<file path="src/hdl/iol_pkg.sv">
`timescale 1ns / 1ps

package iol_pkg;

    localparam int DEPTH_DEF      = 256;
    localparam int VALUE_BITS_DEF = 16;
    localparam int GROUP_CELLS    = 8;

    localparam int REQ_W    = 3;
    localparam int POS_W    = 9;
    localparam int CODE_W   = 16;
    localparam int STATUS_W = 2;
    localparam int FPOS_W   = 8;
    localparam int LEN_W    = 9;

    typedef enum logic [REQ_W-1:0] {
        REQ_APPEND = 3'd0,
        REQ_HEAD   = 3'd1,
        REQ_INSERT = 3'd2,
        REQ_DELETE = 3'd3,
        REQ_READ   = 3'd4,
        REQ_FIND   = 3'd5
    } req_t;

    localparam logic [STATUS_W-1:0] STAT_OK    = 2'd0;
    localparam logic [STATUS_W-1:0] STAT_RANGE = 2'd1;
    localparam logic [STATUS_W-1:0] STAT_FULL  = 2'd2;

    typedef enum logic {
        S_IDLE,
        S_SCAN
    } state_t;

    typedef struct packed {
        logic ins;
        logic del;
        logic rd;
        logic fnd;
    } cell_ctl_t;

endpackage

</file>
<file path="src/hdl/iol_cell.sv">
`timescale 1ns / 1ps

module iol_cell #(
    parameter int IDX        = 0,
    parameter int CMP_W      = 9,
    parameter int VALUE_BITS = iol_pkg::VALUE_BITS_DEF
) (
    input  logic                  clk,
    input  iol_pkg::cell_ctl_t    ctl,
    input  logic [CMP_W-1:0]      pos,
    input  logic [CMP_W-1:0]      cnt,
    input  logic [VALUE_BITS-1:0] val,
    input  logic [VALUE_BITS-1:0] left,
    input  logic [VALUE_BITS-1:0] right,
    output logic [VALUE_BITS-1:0] data,
    output logic                  hit
);

    localparam logic [CMP_W-1:0] ME = CMP_W'(IDX);

    logic [VALUE_BITS-1:0] data_reg;
    logic [VALUE_BITS-1:0] data_next;

    always_comb
    begin
        data_next = data_reg;
        if (ctl.ins)
        begin
            if (ME > pos)
                data_next = left;
            else if (ME == pos)
                data_next = val;
        end
        else if (ctl.del)
        begin
            if (ME >= pos)
                data_next = right;
        end
    end

    always_ff @(posedge clk)
    begin
        data_reg <= data_next;
    end

    assign data = data_reg;
    assign hit  = (ME < cnt) && ((ctl.rd && (ME == pos)) || (ctl.fnd && (data_reg == val)));

endmodule

</file>
<file path="config.mk">
export PLATFORM = sky130hd
export DESIGN_NAME = iol_cell
export DESIGN_NICKNAME = d
export VERILOG_FILES = /design/src/hdl/iol_pkg.sv /design/src/hdl/iol_cell.sv
export SDC_FILE = /design/constraint.sdc
export NUM_CORES = 1
export LEC_CHECK = 0
export BUFFER_PORTS_ARGS = -buffer_cell sky130_fd_sc_hd__buf_4
export CAP_MARGIN = 0
export CORE_ASPECT_RATIO = 1.2
export CORE_UTILIZATION = 35
export CTS_CLUSTER_DIAMETER = 50
export DETAILED_ROUTE_END_ITERATION = 10
export PLACE_DENSITY = 0.82
export SKIP_CTS_REPAIR_TIMING = 1
export SLEW_MARGIN = 20
export SYNTH_ARGS = -nofsm -noshare
export SYNTH_HDL_FRONTEND = slang
export SYNTH_SLANG_ARGS = --single-unit
</file>
<file path="constraint.sdc">
create_clock -name clk -period 1.9 [get_ports clk]
set_clock_uncertainty 0.1 [all_clocks]
set_input_delay 0.285 -clock clk [delete_from_list [all_inputs] [get_ports clk]]
set_output_delay 0.285 -clock clk [all_outputs]
set_load 0.02 [all_outputs]
</file>
* After elaboration in Yosys (flattened, before gate mapping)
Cells that the tools add are included.
** Word-level totals
- Bits in registers :: 16
- Input port bits :: 71
- Output and inout port bits :: 17
- Logic and storage cells :: 19
** Operators by class
- Order comparisons :: 3
- Eq/ne operators :: 2
- Mux-type cells :: 5
- Reduce and logical (&&, ||, !) cells :: 8
** Operator list (number)
- 2-to-1 mux 16 bit :: 5
- == test 16 bit :: 1
- >= comparator 1 x 9 -> 1 bit (first input constant) :: 1
- greater-than comparator 1 x 9 -> 1 bit (first input constant) :: 1
- logical NOT 9 bit :: 1
- < comparator 1 x 9 -> 1 bit (first input constant) :: 1
- nonzero test 2 bit :: 2
- logical AND 1 bit :: 3
- != test 3 x 1 -> 1 bit (second input constant) :: 1
- AND reduction 3 bit :: 1
- logical OR 1 bit :: 1

* Depth between registers and ports, before layout
- Depth after elaboration :: 4
- Gate-level depth with buffers :: 5
- Depth with buffers taken out :: 5

* Worst setup path before layout
No wires, ideal clock.
- Kind :: register -> output
- Start point :: register data_reg[2] (netlist: data[2])
- End point :: output hit
- Arrival :: 1.524 ns
- Required time :: 1.515 ns
- Setup slack :: -0.009 ns
- Stages on the path, launching flop included :: 6
- Buffers on the path :: 0
- Cells stage by stage :: edfxtp_1 -> xnor2_1 -> nand4_1 -> nor4_1 -> a32oi_1 -> a31oi_1
** On the way
- Longest elaborated chain between the ends :: 4
** RTL lines
- from (decl) :: line iol_cell.sv:21 : logic [VALUE_BITS-1:0] data_reg;
- from (signal assigned) :: line iol_cell.sv:43 : data_reg <= data_next;
- == test 16 bit :: line iol_cell.sv:47 : assign hit = (ME < cnt) && ((ctl.rd && (ME == pos)) || (ctl.fnd && (data_reg == val)));
- logical AND 1 bit :: line iol_cell.sv:47
- logical OR 1 bit :: line iol_cell.sv:47
- logical AND 1 bit :: line iol_cell.sv:47
- to (decl) :: line iol_cell.sv:16 : output logic hit
Every way passes these cells.

* Final worst setup path
- Start point :: register data_reg[14] (netlist: data[14])
- End point :: output hit
Same word-level chain as after synthesis.

==> impl_metrics.json <==
{
  "largest_register_ffs": 16,
  "dieHeight_um": 57.7,
  "hp-class": "primary input to register",
  "netlist_instances": 65,
  "syn_nets": 136,
  "power_density_mw_per_mm2": 462,
  "area_delta_synth_final_pct": 71.9,
  "grt_start_max_net_pins": 18,
  "maxSlewHeadroom": 0.804,
  "path_max_fanout": 2,
  "internal_power_uw": 575,
  "netSwitchingPower_uw": 143,
  "drive_gt1_frac": 0.685,
  "arrival_ps": 1790,
  "synth_cell_type_count": 14,
  "start_util": 0.381,
  "drc": 0,
  "ys_seq_elements": 16,
  "required_ps": 1510,
  "finalSetupViolCount": 1,
  "vias": 823,
  "layout.cells.non_filler": 174,
  "timing.final.crit_share": 1.15,
  "outcome": "finished with violations",
  "ir_worst_vdd_mv": 0.323,
  "ios": 88,
  "drv_cap": 0,
  "grt_use_total": 0.168,
  "cts_max_level": 1,
  "rsz0062_at_grt": "yes",
  "critPathCaptureType": "output pin",
  "netSwitchingFraction": 0.199,
  "die_w_um": 48.4,
  "cts_tree": "built",
  "tightest_slew_ps": 292,
  "nets": 215,
  "first_pass_iters": 3,
  "dieArea_sq_mm": 0.00279,
  "io_buffers": 71,
  "core_sq_mm": 0.00238,
  "worstHoldPathCells": 2,
  "hold_violations": 0,
  "routabilityCongestion": 0.735,
  "startpoint_type": "register",
  "gr-total-overflow": 0,
  "clkTransAtPathRegs_ps": 90,
  "slew_viol_final": 0,
  "layout_commonest_cell": "buf_4",
  "stdcell_area_sq_mm": 0.00156,
  "clock-sinks": 16,
  "p_leak_nw": 0.639,
  "cts_root_buffer": "clkbuf_4",
  "ant_nets": 0,
  "via_per_inst": 4.73,
  "grt_first_pass_wirelength_mm": 3.65,
  "cts_buffer_depth": 2,
  "synth-xor-area-share": 0.155,
  "setup_ws_ps": -277,
  "synth_mux_area_frac": 0.199,
  "layout_common_cells": "75 x buf_4, 16 x mux2_2, 16 x xnor2_1, 16 x edfxtp_1",
  "wl_per_cell_um": 12.7,
  "post-place-cells": 168,
  "netlist_area_sq_um": 905,
  "place_area_sq_mm": 0.00151,
  "grt_pass1_vias": 856,
  "syn_area_per_cell_sq_um": 13.9,
  "utilization": 0.654,
  "combinationalPowerShare": 0.213,
  "fin_hold_ws_ps": 209,
  "rows": 19,
  "cts_made_buffers": 3,
  "yosys.area_share.simple": 0.0788,
  "pwr-share-seq": 0.545,
  "violations": "setup timing",
  "synth_top_family_by_area": "multiplexers",
  "fmax_mhz": 459,
  "critPathKind": "register to output pin",
  "min_period_ps": 2180,
  "synth-compound-area-share": 0.0249,
  "clock_power_share": 0.242,
  "antennaDiodeCount": 0,
  "antenna_found_initial": 0,
  "yosysWarningCount": 0,
  "synth_adder_area_share": 0,
  "ys_seq_area_frac": 0.531,
  "drt_iter0_markers": 10,
  "totalWireLength_mm": 2.21
}
[worst max-delay path, stage by stage (launching register included)]
cell and delay [ps]:
edfxtp_1 410, xnor2_1 170, nand4_1 140, nor4_2 310, a32oi_1 160, a31oi_2 160, buf_4 160
[metal layers]
| metal | global-route usage | routed length, um | up-vias |
|---|---|---|---|
| li1 | - | - | 406 |
| met5 | 0 | 0 | - |
| met3 | 0.0367 | 152 | 2 |
| met2 | 0.308 | 1240 | 36 |
| met1 | 0.191 | 801 | 379 |
| met4 | 0.0630 | 10 | 0 |
[path summary, 6_finish.rpt]
kind      from  endpoint  slack [ps]
max   data[14]       hit        -280
min   right[0]   data[0]         210
[layout make-up]
class | count | area (sq um)
Multi-Input combinational cell | 47 | 427
Clock buffer | 3 | 22.5
Timing Repair Buffer | 76 | 583
Clock inverter | 1 | 3.75
Sequential cell | 16 | 480
Fill cell | 199 | 822
Tap cell | 31 | 38.8
[power by group through the flow]
stage	clock, mW	sequential [mW]	combinational, mW
after floorplan	0	0.400	0.0538
final	0.174	0.391	0.153
after global placement	0	0.400	0.149
after CTS	0.186	0.391	0.154
after detailed placement	0	0.400	0.154
after global routing	0.196	0.392	0.167
[through the flow]
stage | power, mW | worst slack, ps | setup TNS (ps)
2_1_floorplan | 0.454 | 75.9 | 0
3_3_place_gp | 0.549 | -30.9 | -30.9
3_5_place_dp | 0.554 | -55.1 | -55.1
4_1_cts | 0.732 | -367 | -367
5_1_grt | 0.754 | -367 | -367
6_report | 0.718 | -277 | -277
[synth_stat cells, drive strengths merged]
cell	instances	share of area
mux2	16	0.20
nand3	1	0.0055
nand2	1	0.0041
nor4	4	0.035
o21a	1	0.0083
nand4	3	0.021
nor2	2	0.0083
xnor2	16	0.15
edfxtp	16	0.53
a31oi	1	0.0069
nor3	1	0.0055
buf	2	0.011
a32oi	1	0.0097
[cell families after synthesis]
family                 after synthesis
AO/OA/AOI/OAI                        3
buffers and inverters                2
flip-flops                          16
XOR/XNOR                            16
AND/OR/NAND/NOR                     12
multiplexers                        16
Note: power is estimated with default switching activity, not from simulation.
