## config.mk

```make
export PLATFORM = sky130hd
export DESIGN_NAME = iol_group
export DESIGN_NICKNAME = d
export VERILOG_FILES = /design/src/hdl/iol_pkg.sv /design/src/hdl/iol_group.sv
export SDC_FILE = /design/constraint.sdc
export NUM_CORES = 1
export LEC_CHECK = 0
export ABC_AREA = 0
export BUFFER_PORTS_ARGS = -buffer_cell sky130_fd_sc_hd__buf_2
export CAP_MARGIN = 0
export CORE_ASPECT_RATIO = 0.9
export CORE_UTILIZATION = 30
export DETAILED_ROUTE_END_ITERATION = 10
export PLACE_DENSITY = 0.72
export SLEW_MARGIN = 10
export SYNTH_ARGS = -nofsm -noshare
export SYNTH_HDL_FRONTEND = slang
export SYNTH_SLANG_ARGS = --single-unit
```

## constraint.sdc

```tcl
create_clock -name clk -period 0.85 [get_ports clk]
set_input_delay 0.0425 -clock clk [delete_from_list [all_inputs] [get_ports clk]]
set_output_delay 0.0425 -clock clk [all_outputs]
set_load 0.05 [all_outputs]
```

## src/hdl/iol_pkg.sv

```systemverilog
`timescale 1ns / 1ps

package iol_pkg;

    localparam int DEPTH_DEF      = 256;
    localparam int VALUE_BITS_DEF = 16;
    localparam int GROUP_CELLS    = 8;

    localparam int REQ_W    = 3;
    localparam int POS_W    = 9;
    localparam int CODE_W   = 16;
    localparam int STATUS_W = 2;
    localparam int FPOS_W   = 8;
    localparam int LEN_W    = 9;

    typedef enum logic [REQ_W-1:0] {
        REQ_APPEND = 3'd0,
        REQ_HEAD   = 3'd1,
        REQ_INSERT = 3'd2,
        REQ_DELETE = 3'd3,
        REQ_READ   = 3'd4,
        REQ_FIND   = 3'd5
    } req_t;

    localparam logic [STATUS_W-1:0] STAT_OK    = 2'd0;
    localparam logic [STATUS_W-1:0] STAT_RANGE = 2'd1;
    localparam logic [STATUS_W-1:0] STAT_FULL  = 2'd2;

    typedef enum logic {
        S_IDLE,
        S_SCAN
    } state_t;

    typedef struct packed {
        logic ins;
        logic del;
        logic rd;
        logic fnd;
    } cell_ctl_t;

endpackage

```

## src/hdl/iol_group.sv

```systemverilog
`timescale 1ns / 1ps

module iol_group #(
    parameter int VALUE_BITS = iol_pkg::VALUE_BITS_DEF
) (
    input  logic                                                 clk,
    input  logic                                                 rst_n,
    input  logic                                                 load,
    input  logic                                                 shift,
    input  logic [iol_pkg::GROUP_CELLS-1:0]                      hits,
    input  logic [iol_pkg::GROUP_CELLS-1:0][VALUE_BITS-1:0]      datas,
    input  logic                                                 nxt_any,
    input  logic [$clog2(iol_pkg::GROUP_CELLS)-1:0]              nxt_idx,
    input  logic [VALUE_BITS-1:0]                                nxt_data,
    output logic                                                 any,
    output logic [$clog2(iol_pkg::GROUP_CELLS)-1:0]              idx,
    output logic [VALUE_BITS-1:0]                                data
);

    localparam int LOC_W = $clog2(iol_pkg::GROUP_CELLS);

    logic                  any_reg;
    logic                  any_next;
    logic [LOC_W-1:0]      idx_reg;
    logic [LOC_W-1:0]      idx_next;
    logic [VALUE_BITS-1:0] data_reg;
    logic [VALUE_BITS-1:0] data_next;
    logic [LOC_W-1:0]      sel;

    // first hit within the group
    always_comb
    begin
        sel = '0;
        for (int j = iol_pkg::GROUP_CELLS - 1; j >= 0; j--)
        begin
            if (hits[j])
                sel = LOC_W'(j);
        end
    end

    always_comb
    begin
        any_next  = any_reg;
        idx_next  = idx_reg;
        data_next = data_reg;
        if (load)
        begin
            any_next  = |hits;
            idx_next  = sel;
            data_next = datas[sel];
        end
        else if (shift)
        begin
            any_next  = nxt_any;
            idx_next  = nxt_idx;
            data_next = nxt_data;
        end
    end

    always_ff @(posedge clk or negedge rst_n)
    begin
        if (!rst_n)
            any_reg <= 1'b0;
        else
            any_reg <= any_next;
    end

    always_ff @(posedge clk)
    begin
        idx_reg  <= idx_next;
        data_reg <= data_next;
    end

    assign any  = any_reg;
    assign idx  = idx_reg;
    assign data = data_reg;

endmodule

```

* Yosys cells after proc, flatten, opt, wreduce, memory -nomap -nowiden
Cells that the tools add are included.
** Cells by class
- Order comparisons :: 1
- Muxes and demuxes :: 16
- Reduce and logical (&&, ||, !) cells :: 2
** Operator list (count)
- 16-bit binary-select mux with 3-bit select :: 1
- 16-bit two-way mux :: 3
- 3-bit two-way mux :: 10
- 8-bit OR reduction :: 1
- 3-bit by 4-bit < comparator with 1-bit output, second input constant :: 1
- 1-bit two-way mux :: 2
- 2-bit nonzero test :: 1
** Storage, ports and cells
- Register bits :: 20
- Output and inout bits :: 20

* Logic depth before layout (Yosys ltp)
- Depth in word-level cells :: 11
- Gate-level depth with buffers :: 8
- Depth with buffers taken out :: 5

* Worst setup path after synthesis
Ideal clock, no wire load.
- Path type :: input port to flip-flop
- From :: input port hits[4] (netlist bit)
- To :: register data_reg[14], in the netlist data[14], data pin
- Setup time :: 0.275 ns
- Arrival time :: 1.564 ns
- Setup slack :: -0.989 ns
- Stages :: 6
- Cells stage by stage :: clkbuf_1 > a221oi_4 > buf_6 > mux2_2 > o221ai_1 > o221ai_1
** Between the ends
- Word-level cells in the longest chain between the ends :: 8
** Ends and longest elaborated chain
- start, declared :: RTL line iol_group.sv:10 : input logic [iol_pkg::GROUP_CELLS-1:0] hits,
- 3-bit two-way mux (5 in a row) :: RTL line iol_group.sv:36 : if (hits[j])
- 16-bit binary-select mux with 3-bit select :: RTL line iol_group.sv:50 : data_next = datas[sel];
- 16-bit two-way mux (implied by the code) :: RTL line iol_group.sv:50
- 16-bit two-way mux :: RTL line iol_group.sv:46 : if (load)
- named net data_next[14] :: RTL line iol_group.sv:27 : logic [VALUE_BITS-1:0] data_next;
- end signal, assigned :: RTL line iol_group.sv:71 : data_reg <= data_next;
- end, declared :: RTL line iol_group.sv:26 : logic [VALUE_BITS-1:0] data_reg;
The timed path passes the listed nets, and every way through them passes these cells. The select of a mux whose other input is x is not followed.
A chain may end at the register's enable or synchronous reset.

* Worst setup path in the final report
- From :: input port hits[6] (netlist bit)
- To :: register data_reg[11], in the netlist data[11], data pin
** Between the ends
- Word-level cells in the longest chain between the ends :: 10
** Ends and longest elaborated chain (RTL line)
- 3-bit two-way mux (7 in a row) :: iol_group.sv:36
- 16-bit binary-select mux with 3-bit select :: iol_group.sv:50
- 16-bit two-way mux (implied by the code) :: iol_group.sv:50
- 16-bit two-way mux :: iol_group.sv:46
- named net data_next[11] :: iol_group.sv:27
The timed path passes the listed nets, and every way through them passes these cells. The select of a mux whose other input is x is not followed.

==> results.md <==
- Status: finished, violations left
- Failing checks: negative setup slack
- Synth area leader: edfxtp_1
- Static Leak: 1.90 nW
- Max Fclk: 0.648 GHz
- GP Congestion: 0.839
- # fillers: 586
- Worst EP arrival: 1.53 ns
- Tightest Pin Transition: 0.332 ns
- Worst Setup SP: hits[6]
- Most frequent cells after synthesis: edfxtp_1 (19), o221ai_1 (18), and3_1 (16), mux2_2 (16)
- Post-Syn Nets: 380
- Ys async rst share: 5.00%
- Final worst path period need: 1.54 ns
- CTS root buf: clkbuf_8
- Post-synth EDFFs: 19
- Cell-internal power: 0.00268 W
- CTS tree: built
- Largest net degree at the start of global routing: 16
- Drc violations: 0
- Vias in the first global route: 2687
- Xor/xnor share of the synthesized area: 0%
- CP Cell Sequence: buf_6, nand2b_4, a221oi_4, buf_12, buf_12, mux2_4, o221ai_4, o2111ai_1
- MaxCap Viol Count: 0
- Worst reg2reg startpoint: any$_DFFE_PN0P_
- Sequential share of power: 30.3%
- Detailed-placement wirelength estimate: 7.26 mm
- Post-synth top flop: edfxtp_1
- Adder-Cell Fraction of Synth Area: 0%
- Core area: 6690 sq um
- Most common cell on crit path: buf_12
- Worst stage delay on the critical path: 0.31 ns
- Tcrit/Tclk final: 182%
- CP delay by family, top: compound AO/OA/AOI/OAI gates
- Setup ws final: -0.693 ns
- First DRT Iteration DRCs: 79
- Critical path destination: data[11]$_DFFE_PP_
- Number of buffers added on ports: 179
- Layout cells sized above 1: 66.9%
- Crit start category: input pin
- Worst r2r dst: any$_DFFE_PN0P_
- Req. time, crit path: 0.84 ns
- Drt pass-1 iters: 4
- Ant diodes: 0
- VDD IR-drop max: 0.422 mV
- Worst-path clk slew: 0.08 ns
- Area share of the leading cell type in the synthesized netlist: 27.1%
- Row Count: 28
- Grt total ovfl: 0
- Cell area after synthesis: 2110 sq um
- Reg2reg path depth: 3
- Synth Area in Compound Gates: 33.7%
- Post-Synth Simple-Gate Area: 16.1%
- Setup CP Type: input pin to register
- Post-Synthesis Cells: 220
- Cts bufs inserted: 3
- CP Capture Type: register
- Most common cell in the netlist: edfxtp_1
- CP bufs+invs: 3
- Die Area: 7360 sq um
- Vias: 2701
- Max H-tree Level: 1
- Logic gate share of total power: 54.9%
- Avg Cell Area, Syn: 9.58 sq um
- Antenna violations before repair: 0
- Worst slew margin: 77.9%
- Drt wl/cell: 17.2 microns
- Largest family of logic cells by synthesized area: compound AO/OA/AOI/OAI gates
- Hold violation total from the final report: 0
- Hold Startpoint: nxt_idx[2]
- Pwr Density: 1020 nW/um^2
- Worst min-delay path class: input pin to register
- Final Slew Violations: 0
- Longest Clk Path Bufs: 2
- Synth area leaders: edfxtp_1 (27%), mux2_2 (8.6%), o221ai_1 (7.5%)
- CP Depth: 8
- Placed insts: 518
- Total GRT Usage: 22.9%
- Sw Pwr: 0.00158 W
- Sequential area share after synthesis: 28.3%
- Starting Density: 31.5%
- Die width: 90.3 microns
- Global-route wire length before repair: 13.2 mm
- Mux contribution to synthesized area: 16.8%
- Area growth from synthesis to layout: 98.8%
- Synth Register Bits: 20
- Synth warnings: 0
- Number of flip-flops in the largest register: 16
- Setup WS pre-CTS: -1.12 ns
- Sw Share: 37.1%
- Die H: 81.5 microns
- Final WL: 9.09 mm
- Clk pwr share: 14.8%
- Post-DRT Antenna Nets: 0
- Final cell count without fillers: 528
- Clock Sinks: 20
- Crit path max fanout: 10
- Unique masters post-synth: 41
- R2r setup slk: -0.02 ns
- # IOs: 180
- Via density per instance: 5.12
- RSZ-0062 raised after global routing: true
- Fin nets: 599
- Worst skew pair latency: 0.25 ns
- CP max stage cell: mux2_4
- Final setup fails: 26
- Clock skew: 0 ns
==> power groups by stage <==
| stage | logic [W] | registers, W | clock network, W |
|---|---|---|---|
| after floorplan | 0.000651 | 0.00175 | 0 |
| after global placement | 0.00194 | 0.00128 | 0 |
| after detailed placement | 0.00197 | 0.00128 | 0 |
| after CTS | 0.00226 | 0.00130 | 0.000653 |
| after global routing | 0.00246 | 0.00131 | 0.000687 |
| final | 0.00234 | 0.00129 | 0.000630 |
==> cells by family after synthesis <==
| group | after synthesis |
|---|---|
| AOI/OAI and AO/OA | 92 |
| DFF | 20 |
| buffers and inverters | 23 |
| muxes | 33 |
| and+or+nand+nor | 52 |
==> worst min-delay path by stage <==
| stage | to | slack [ns] | cells after the start |
|---|---|---|---|
| after floorplan | any$_DFFE_PN0P_ | -0.25 | 0 |
| after global placement | any$_DFFE_PN0P_ | -0.18 | 1 |
| after detailed placement | any$_DFFE_PN0P_ | -0.18 | 1 |
| after CTS | idx[2]$_DFFE_PP_ | 0.06 | 2 |
| after global routing | idx[2]$_DFFE_PP_ | 0.06 | 2 |
| final | idx[2]$_DFFE_PP_ | 0.07 | 2 |
==> worst register-to-register path, stage by stage (launching register included) <==
cell      delay [ns]
dfrtp_2         0.41
nor2b_1         0.14
a211oi_2        0.14
a31oi_1         0.06
==> cell usage in the layout (no fill, tap or decap), types with 7 or more instances in the layout <==
| master | instances |
|---|---|
| a21boi_0 | 14 |
| and3_1 | 16 |
| buf_12 | 11 |
| buf_2 | 156 |
| buf_4 | 30 |
| buf_6 | 33 |
| edfxtp_1 | 19 |
| mux2_4 | 13 |
| mux2i_1 | 13 |
| nand2b_1 | 15 |
| o2111ai_1 | 9 |
| o21a_1 | 15 |
| o21ai_1 | 12 |
| o221ai_2 | 7 |
| o221ai_4 | 9 |
==> what timing repair did <==
| item | in CTS | in global routing |
|---|---|---|
| pin swaps | 3 | 4 |
| endpoints found under the setup margin | 40 | 40 |
| hold endpoints to repair | 1 | 0 |
| resized for setup | 81 | 24 |
| hold buffers | 1 | 0 |
| gates cloned | 1 | 0 |
| setup buffers | 7 | 0 |
==> stage by stage <==
stage / utilization (%) / TNS (ns) / area [sq um] / power, W / hold slack (ns)
6_report: 62.6 / -10.99 / 4190 / 0.00426 / 0.0650
5_1_grt: 62.6 / -12.36 / 4190 / 0.00445 / 0.0644
4_1_cts: 60.6 / -11.11 / 4050 / 0.00421 / 0.0600
3_5_place_dp: 54.3 / -19.58 / 3630 / 0.00326 / -0.182
3_3_place_gp: 54.3 / -18.66 / 3630 / 0.00322 / -0.182
2_1_floorplan: - / -14.16 / 2250 / 0.00240 / -0.253
==> cell type report <==
| cell class | count | area, sq um | share of cell area [%] |
|---|---|---|---|
| Tap cell | 90 | 113 | 2.69 |
| Clock inverter | 1 | 3.75 | 0.0896 |
| Inverter | 5 | 18.8 | 0.448 |
| Sequential cell | 20 | 597 | 14.3 |
| Clock buffer | 3 | 41.3 | 0.986 |
| Timing Repair Buffer | 232 | 1620 | 38.8 |
| Multi-Input combinational cell | 177 | 1790 | 42.8 |
==> metal layers <==
metal / GRT usage [%] / wire [microns]
met4: 4.68 / 84
met3: 2.78 / 620
met5: 0 / 0
met1: 28.6 / 3670
met2: 42.7 / 4710
Power figures use the tool's default switching activity.
